**src/rtl/apq_pkg.sv**
```systemverilog
// Shared types and codes for the array priority queue.
package apq_pkg;

    localparam int VALUE_W = 32;

    typedef enum logic [1:0] {
        ST_ENQUEUED = 2'd0,
        ST_DEQUEUED = 2'd1,
        ST_OVERFLOW = 2'd2,
        ST_EMPTY    = 2'd3
    } status_t;

    typedef enum logic {
        REQ_ENQUEUE = 1'b0,
        REQ_DEQUEUE = 1'b1
    } req_t;

    typedef struct packed {
        logic write_in;   // store the incoming word here
        logic take_next;  // load the entry of the next cell
        logic occupied;   // this cell holds a live entry
        logic lead;       // first cell: start the search token
    } cell_ctrl_t;

endpackage

```
**src/rtl/array_priority_queue_unit.sv**
```systemverilog
// Top level of the array priority queue: cell chain and request control.
//
// Usage:
//   Raise start with req_type, item_value and item_priority; the word is
//   taken at a rising edge where start is high and busy is low.
//   Each request gives exactly one result word: done is high for one
//   cycle with out_value, out_priority, status and fill_level.
//   The receiver cannot stall; results must be taken as they appear.
// Throughput:
//   Enqueue, overflow and empty dequeue: result in the cycle after accept,
//   busy stays low, so one such request per cycle while no search runs.
//   Dequeue of a live entry: a search token walks the chain of
//   QUEUE_DEPTH cells, one cell per cycle; busy stays high, and no
//   request is taken, until the result is registered.
//   The gap closes in the same edge as the result is registered, with
//   the winner's cell and the cells behind it loading their neighbors.
// Reset:
//   rst_n clears the fill count, the control state and the strobe;
//   the queue comes up empty. Entry storage is not cleared.
module array_priority_queue_unit #(
    parameter int QUEUE_DEPTH   = 8,
    parameter int PRIORITY_BITS = 8
) (
    input  logic               clk,
    input  logic               rst_n,
    input  logic               start,
    output logic               busy,
    input  logic               req_type,
    input  logic signed [31:0] item_value,
    input  logic [7:0]         item_priority,
    output logic               done,
    output logic signed [31:0] out_value,
    output logic [7:0]         out_priority,
    output logic [1:0]         status,
    output logic [3:0]         fill_level
);

    localparam int CW = $clog2(QUEUE_DEPTH + 1);
    localparam int IW = $clog2(QUEUE_DEPTH);
    localparam int FW = (CW > 4) ? CW : 4;
    localparam int PW = (PRIORITY_BITS > 8) ? PRIORITY_BITS : 8;
    localparam int VW = apq_pkg::VALUE_W;

    typedef enum logic [1:0] {
        S_IDLE = 2'b01,
        S_SCAN = 2'b10
    } state_t;

    state_t                  state_reg, state_next;
    logic [CW-1:0]           count_reg, count_next;
    logic                    done_reg, done_next;
    logic [VW-1:0]           value_reg, value_next;
    logic [PRIORITY_BITS-1:0] prio_reg, prio_next;
    apq_pkg::status_t        status_reg, status_next;
    logic [3:0]              fill_reg, fill_next;

    logic                    accept;
    logic                    enq_ok;
    logic                    inject;
    logic [PW-1:0]           prio_in_ext;
    logic [PRIORITY_BITS-1:0] prio_in;
    logic [PW-1:0]           prio_out_ext;
    logic [FW-1:0]           count_ext;

    apq_pkg::cell_ctrl_t     ctrl    [QUEUE_DEPTH];
    logic [VW-1:0]           c_value [QUEUE_DEPTH];
    logic [PRIORITY_BITS-1:0] c_prio [QUEUE_DEPTH];
    logic                    t_valid [QUEUE_DEPTH];
    logic [VW-1:0]           t_value [QUEUE_DEPTH];
    logic [PRIORITY_BITS-1:0] t_prio [QUEUE_DEPTH];
    logic [IW-1:0]           t_idx   [QUEUE_DEPTH];

    logic                    last_valid;
    logic [IW-1:0]           best_idx;

    assign busy        = (state_reg == S_SCAN);
    assign accept      = start && !busy;
    assign enq_ok      = accept && (req_type == apq_pkg::REQ_ENQUEUE)
                         && (count_reg < CW'(QUEUE_DEPTH));
    assign inject      = accept && (req_type == apq_pkg::REQ_DEQUEUE)
                         && (count_reg != '0);
    assign prio_in_ext = PW'(item_priority);
    assign prio_in     = prio_in_ext[PRIORITY_BITS-1:0];
    assign last_valid  = t_valid[QUEUE_DEPTH-1];
    assign best_idx    = t_idx[QUEUE_DEPTH-1];

    genvar gi;
    generate
        for (gi = 0; gi < QUEUE_DEPTH; gi++)
        begin : g_cell
            logic [VW-1:0]            nbv;
            logic [PRIORITY_BITS-1:0] nbp;
            logic                     tiv;
            logic [VW-1:0]            tivl;
            logic [PRIORITY_BITS-1:0] tip;
            logic [IW-1:0]            tii;

            assign ctrl[gi].write_in  = enq_ok && (count_reg == CW'(gi));
            assign ctrl[gi].take_next = last_valid && (IW'(gi) >= best_idx)
                                        && (CW'(gi + 1) < count_reg);
            assign ctrl[gi].occupied  = (CW'(gi) < count_reg);
            assign ctrl[gi].lead      = (gi == 0);

            if (gi == QUEUE_DEPTH - 1)
            begin : g_tail
                assign nbv = '0;
                assign nbp = '0;
            end
            else
            begin : g_body
                assign nbv = c_value[gi + 1];
                assign nbp = c_prio[gi + 1];
            end

            if (gi == 0)
            begin : g_head
                assign tiv  = inject;
                assign tivl = '0;
                assign tip  = '0;
                assign tii  = '0;
            end
            else
            begin : g_link
                assign tiv  = t_valid[gi - 1];
                assign tivl = t_value[gi - 1];
                assign tip  = t_prio[gi - 1];
                assign tii  = t_idx[gi - 1];
            end

            apq_cell #(
                .PRIORITY_BITS (PRIORITY_BITS),
                .IDX_BITS      (IW),
                .CELL_INDEX    (gi)
            ) u_cell (
                .clk           (clk),
                .rst_n         (rst_n),
                .ctrl          (ctrl[gi]),
                .in_value      (item_value),
                .in_prio       (prio_in),
                .nb_value      (nbv),
                .nb_prio       (nbp),
                .tok_in_valid  (tiv),
                .tok_in_value  (tivl),
                .tok_in_prio   (tip),
                .tok_in_idx    (tii),
                .value         (c_value[gi]),
                .prio          (c_prio[gi]),
                .tok_out_valid (t_valid[gi]),
                .tok_out_value (t_value[gi]),
                .tok_out_prio  (t_prio[gi]),
                .tok_out_idx   (t_idx[gi])
            );
        end
    endgenerate

    always_comb
    begin
        state_next  = state_reg;
        count_next  = count_reg;
        done_next   = 1'b0;
        value_next  = value_reg;
        prio_next   = prio_reg;
        status_next = status_reg;
        unique case (state_reg)
            S_IDLE:
            begin
                if (accept)
                begin
                    done_next  = 1'b1;
                    value_next = '0;
                    prio_next  = '0;
                    if (req_type == apq_pkg::REQ_ENQUEUE)
                    begin
                        if (enq_ok)
                        begin
                            count_next  = count_reg + CW'(1);
                            status_next = apq_pkg::ST_ENQUEUED;
                        end
                        else
                        begin
                            status_next = apq_pkg::ST_OVERFLOW;
                        end
                    end
                    else if (inject)
                    begin
                        // hold the result until the token leaves the chain
                        done_next  = 1'b0;
                        state_next = S_SCAN;
                    end
                    else
                    begin
                        status_next = apq_pkg::ST_EMPTY;
                    end
                end
            end
            S_SCAN:
            begin
                if (last_valid)
                begin
                    done_next   = 1'b1;
                    value_next  = t_value[QUEUE_DEPTH-1];
                    prio_next   = t_prio[QUEUE_DEPTH-1];
                    status_next = apq_pkg::ST_DEQUEUED;
                    count_next  = count_reg - CW'(1);
                    state_next  = S_IDLE;
                end
            end
            default:
            begin
                state_next = S_IDLE;
            end
        endcase
        count_ext = FW'(count_next);
        fill_next = done_next ? count_ext[3:0] : fill_reg;
    end

    always_ff @(posedge clk or negedge rst_n)
    begin
        if (!rst_n)
        begin
            state_reg <= S_IDLE;
            count_reg <= '0;
            done_reg  <= 1'b0;
        end
        else
        begin
            state_reg <= state_next;
            count_reg <= count_next;
            done_reg  <= done_next;
        end
    end

    always_ff @(posedge clk)
    begin
        value_reg  <= value_next;
        prio_reg   <= prio_next;
        status_reg <= status_next;
        fill_reg   <= fill_next;
    end

    assign prio_out_ext = PW'(prio_reg);
    assign done         = done_reg;
    assign out_value    = signed'(value_reg);
    assign out_priority = prio_out_ext[7:0];
    assign status       = status_reg;
    assign fill_level   = fill_reg;

    a_count_bound: assert property (@(posedge clk) disable iff (!rst_n)
        count_reg <= CW'(QUEUE_DEPTH))
        else $error("fill count above queue depth");

    a_enq_result: assert property (@(posedge clk) disable iff (!rst_n)
        (accept && (req_type == apq_pkg::REQ_ENQUEUE)) |=> done)
        else $error("enqueue gave no result in the next cycle");

    a_scan_end: assert property (@(posedge clk) disable iff (!rst_n)
        $fell(busy) |-> (done && (status_reg == apq_pkg::ST_DEQUEUED)))
        else $error("search ended without a dequeue result");

    a_empty_deq: assert property (@(posedge clk) disable iff (!rst_n)
        (accept && (req_type == apq_pkg::REQ_DEQUEUE) && (count_reg == '0))
        |=> (done && (status_reg == apq_pkg::ST_EMPTY) && !busy))
        else $error("empty dequeue mishandled");

endmodule

```
**src/rtl/apq_cell.sv**
```systemverilog
// One queue cell: entry storage plus one stage of the max-search chain.
module apq_cell #(
    parameter int PRIORITY_BITS = 8,
    parameter int IDX_BITS      = 3,
    parameter int CELL_INDEX    = 0
) (
    input  logic                         clk,
    input  logic                         rst_n,
    input  apq_pkg::cell_ctrl_t          ctrl,
    input  logic [apq_pkg::VALUE_W-1:0]  in_value,
    input  logic [PRIORITY_BITS-1:0]     in_prio,
    input  logic [apq_pkg::VALUE_W-1:0]  nb_value,
    input  logic [PRIORITY_BITS-1:0]     nb_prio,
    input  logic                         tok_in_valid,
    input  logic [apq_pkg::VALUE_W-1:0]  tok_in_value,
    input  logic [PRIORITY_BITS-1:0]     tok_in_prio,
    input  logic [IDX_BITS-1:0]          tok_in_idx,
    output logic [apq_pkg::VALUE_W-1:0]  value,
    output logic [PRIORITY_BITS-1:0]     prio,
    output logic                         tok_out_valid,
    output logic [apq_pkg::VALUE_W-1:0]  tok_out_value,
    output logic [PRIORITY_BITS-1:0]     tok_out_prio,
    output logic [IDX_BITS-1:0]          tok_out_idx
);

    logic [apq_pkg::VALUE_W-1:0] value_reg;
    logic [PRIORITY_BITS-1:0]    prio_reg;
    logic                        tok_valid_reg;
    logic [apq_pkg::VALUE_W-1:0] tok_value_reg;
    logic [PRIORITY_BITS-1:0]    tok_prio_reg;
    logic [IDX_BITS-1:0]         tok_idx_reg;
    logic                        take_own;

    // Strictly greater keeps the earliest entry among equal priorities.
    assign take_own = ctrl.occupied && (ctrl.lead || (prio_reg > tok_in_prio));

    always_ff @(posedge clk)
    begin
        if (ctrl.write_in)
        begin
            value_reg <= in_value;
            prio_reg  <= in_prio;
        end
        else if (ctrl.take_next)
        begin
            value_reg <= nb_value;
            prio_reg  <= nb_prio;
        end
    end

    always_ff @(posedge clk or negedge rst_n)
    begin
        if (!rst_n)
        begin
            tok_valid_reg <= 1'b0;
        end
        else
        begin
            tok_valid_reg <= tok_in_valid;
        end
    end

    always_ff @(posedge clk)
    begin
        if (tok_in_valid)
        begin
            if (take_own)
            begin
                tok_value_reg <= value_reg;
                tok_prio_reg  <= prio_reg;
                tok_idx_reg   <= IDX_BITS'(CELL_INDEX);
            end
            else
            begin
                tok_value_reg <= tok_in_value;
                tok_prio_reg  <= tok_in_prio;
                tok_idx_reg   <= tok_in_idx;
            end
        end
    end

    assign value         = value_reg;
    assign prio          = prio_reg;
    assign tok_out_valid = tok_valid_reg;
    assign tok_out_value = tok_value_reg;
    assign tok_out_prio  = tok_prio_reg;
    assign tok_out_idx   = tok_idx_reg;

endmodule
```
**config.mk**
```make
export PLATFORM = sky130hd
export DESIGN_NAME = array_priority_queue_unit
export DESIGN_NICKNAME = d
export VERILOG_FILES = /design/src/rtl/apq_pkg.sv /design/src/rtl/array_priority_queue_unit.sv /design/src/rtl/apq_cell.sv
export SDC_FILE = /design/constraint.sdc
export NUM_CORES = 1
export LEC_CHECK = 0
export BUFFER_PORTS_ARGS = -buffer_cell sky130_fd_sc_hd__buf_2
export CORE_MARGIN = 2
export CORE_UTILIZATION = 30
export DETAILED_ROUTE_END_ITERATION = 10
export PLACE_DENSITY_LB_ADDON = 0.3
export SLEW_MARGIN = 40
export SYNTH_ARGS = -nofsm -noshare
export SYNTH_HDL_FRONTEND = slang
export SYNTH_HIERARCHICAL = 1
export SYNTH_SLANG_ARGS = --single-unit
```
**constraint.sdc**
```tcl
create_clock -name clk -period 5.8 [get_ports clk]
set_input_delay 0.58 -clock clk [delete_from_list [all_inputs] [get_ports clk]]
set_output_delay 0.58 -clock clk [all_outputs]
set_load 0.02 [all_outputs]
```
==> results.sh <==
export IMPL_drtIter0Drc=1488
export IMPL_dieArea_mm2=0.111
export IMPL_io_pins=92
export IMPL_post_cts_resize_count=0
export IMPL_netlist_area_mm2=0.0325
export IMPL_rsz0062_at_grt="false"
export IMPL_min_from="req_type"
export IMPL_slew_headroom=0.466
export IMPL_grt_pass1_wl_um=114000
export IMPL_hold_class="input port to register"
export IMPL_finalCriticalPeriod_ns=3.58
export IMPL_synth_xor_area_share=0
export IMPL_drt_total_wl_um=75400
export IMPL_antenna_found_initial=3
export IMPL_setup_tns_ns=0
export IMPL_clock_latency_ns=0.62
export IMPL_worst_ir_drop_vdd_uv=236
export IMPL_yosys_area_share_simple=0.0326
export IMPL_end_kind="register"
export IMPL_finalClockSkew_ns=0.0163
export IMPL_area_delta_synth_final_pct=14.4
export IMPL_ant_nets=0
export IMPL_status="finished clean"
export IMPL_start_kind="register"
export IMPL_first_global_vias=17000
export IMPL_synth_distinct_cells=45
export IMPL_synthArstFlopShare=0.0207
export IMPL_finalWeightedCongestion=0.786
export IMPL_path_buf_inv=3
export IMPL_grt_usage=0.135
export IMPL_route_detailed_wl_per_inst_um=21.3
export IMPL_synth_compound_area_frac=0.0187
export IMPL_cts_path_max_buffers=3
export IMPL_yosys_area_top_type_share=0.655
export IMPL_p_leak_nw=13.0
export IMPL_p_total_w=0.0146
export IMPL_core_area_mm2=0.107
export IMPL_hold_viol=0
export IMPL_fmax_mhz=279
export IMPL_overflow=0
export IMPL_finalSetupViolCount=0
export IMPL_vias=16300
export IMPL_max_cap_violations=0
export IMPL_antenna_cells=0
export IMPL_synthFlopType="edfxtp_1"
export IMPL_cts_root_buf="clkbuf_16"
export IMPL_hpwl_um=49100
export IMPL_drc=0
export IMPL_synth_top_family_by_area="multiplexers"
export IMPL_tightest_slew_ns=0.801
export IMPL_reg2reg_from="state_reg[0]$_DFFE_PN1P_"
export IMPL_io_buffers=91
export IMPL_worst_ep_arrival_time_ns=3.84
export IMPL_yosys_warnings=6
export IMPL_layout_cells_non_filler=3531
export IMPL_path_max_fanout=53
export IMPL_final_area_mm2=0.0372
export IMPL_max_stage_delay_ns=0.65
export IMPL_power_density_mw_per_mm2=391
export IMPL_synthAdderAreaFrac=0.0269
export IMPL_crit_slowest_cell="nor4b_1"
export IMPL_ys_ff_latch=725
export IMPL_fp_row_count=120
export IMPL_cts_tree="yes"
export IMPL_critPathLaunch="state_reg[0]$_DFFE_PN1P_"
export IMPL_numCtsBuffers=76
export IMPL_final_nets=2181
export IMPL_path_clk_slew_ns=0.06
export IMPL_crit_type="register to register"
export IMPL_start_util=0.303
export IMPL_cts_sink_count=725
export IMPL_fp_dieH_um=333
export IMPL_fin_crit_sh=0.618
export IMPL_path_delay_family="simple AND/OR/NAND/NOR gates"
export IMPL_avgSynthCellArea_um2=17.5
export IMPL_synthMuxAreaShare=0.228
export IMPL_cp_common_cell="buf_4"
export IMPL_syn_inst=1855
export IMPL_via_per_inst=4.60
export IMPL_grt_max_degree=54
export IMPL_drive_above_1_share=0.401
export IMPL_synth_seq_area_share=0.667
export IMPL_slew_violations=0
export IMPL_drt_pass1_iterations=5
export IMPL_h_tree_depth=3
export IMPL_yosysTopAreaCell="edfxtp_1"
export IMPL_synthTopCellsByArea="edfxtp_1, mux2_2, ha_1, mux2_4, mux2_1"
export IMPL_crit_required_ns=6.05
export IMPL_synth_edf_count=710
export IMPL_die_w_um=333
export IMPL_place_area_mm2=0.0348
export IMPL_dp_cells=3391
export IMPL_cp_cell_sequence="inv_1 -> ha_2 -> buf_4 -> nor4b_1 -> nand2_1 -> nor2_4 -> buf_4 -> or2_4"
power breakdown:
part	internal [W]	switching (W)	total [W]	leakage, nW
Sequential	0.00677	0.000496	0.00727	6.67
Combinational	0.00114	0.00133	0.00246	5.11
Clock	0.00278	0.00205	0.00483	1.18
cells by family after synthesis:
logic type	count (synthesis)
DFF	725
muxes	640
and+or+nand+nor	182
buffers and inverters	160
AOI/OAI and AO/OA	76
adders and majority gates	70
other	2
cells in the mapped netlist (all sizes together), types with 14 or more instances:
library cell,count
buf,43
a21oi,22
nand2b,22
inv,78
clkbuf,39
o21ai,25
dfrtp,14
nand2,41
mux2,640
edfxtp,710
nor2,14
and2,54
ha,70
cell usage in the layout (no fill, tap or decap), types with 7 or more instances in the layout:
cell       instances
o21ai_0           23
dfrtp_4            7
o311ai_4           8
a21oi_1           22
nand4_1            9
nand2b_1          22
ha_1              69
mux2_1            50
dfrtp_1            7
a211oi_1           9
mux2_4            57
inv_1             78
nor2_1            13
or2_4              8
buf_4             19
clkbuf_16         81
clkinv_1          18
buf_2             91
edfxtp_1         710
mux2_2           533
clkbuf_1          14
clkinv_2          13
or4_4              8
and2_1            52
conb_1           107
nand2_1           41
area by class of cell:
type | instances | area (um^2)
fill | 10000 | 70100
sequential | 725 | 21700
multi-input combinational | 1075 | 10400
clock buffer | 96 | 2090
tap | 1403 | 1760
timing repair buffer | 111 | 608
clock inverter | 43 | 337
inverter | 78 | 293
through the flow:
stage               utilization  worst slack, ns  hold slack [ns]
detailed placement        0.324             2.19            0.484
global placement          0.324             2.00            0.483
global route              0.347             1.96            0.348
CTS                       0.347             2.17            0.304
finish                    0.347             2.22            0.353
floorplan                     -             1.28            0.284
metal layers:
layer	wire [um]	up-vias	GRT usage
li1	-	7444	-
met1	38400	8272	0.210
met2	31300	454	0.192
met3	4440	90	0.0242
met4	1320	0	0.0362
met5	0	-	0
what timing repair did:
item,in CTS,in global routing
hold endpoints to repair,14,0
setup buffers,0,0
hold buffers,1,0
final timing paths:
path	endpoint	slack [ns]	depth (start not counted)
max	g_cell[3].u_cell/value[19]$_DFFE_PP_	2.22	8
max reg2reg	g_cell[3].u_cell/value[19]$_DFFE_PP_	2.22	8
min in group asynchronous	done$_DFF_PN0_	0.45	2
min	status[0]$_SDFFCE_PP1P_	0.35	2
max in group asynchronous	g_cell[1].u_cell/tok_out_valid$_DFF_PN0_	4.98	2
min reg2reg	g_cell[7].u_cell/tok_out_idx[1]$_SDFFCE_PP1P_	0.50	1
Note: power is estimated with default switching activity, not from simulation.
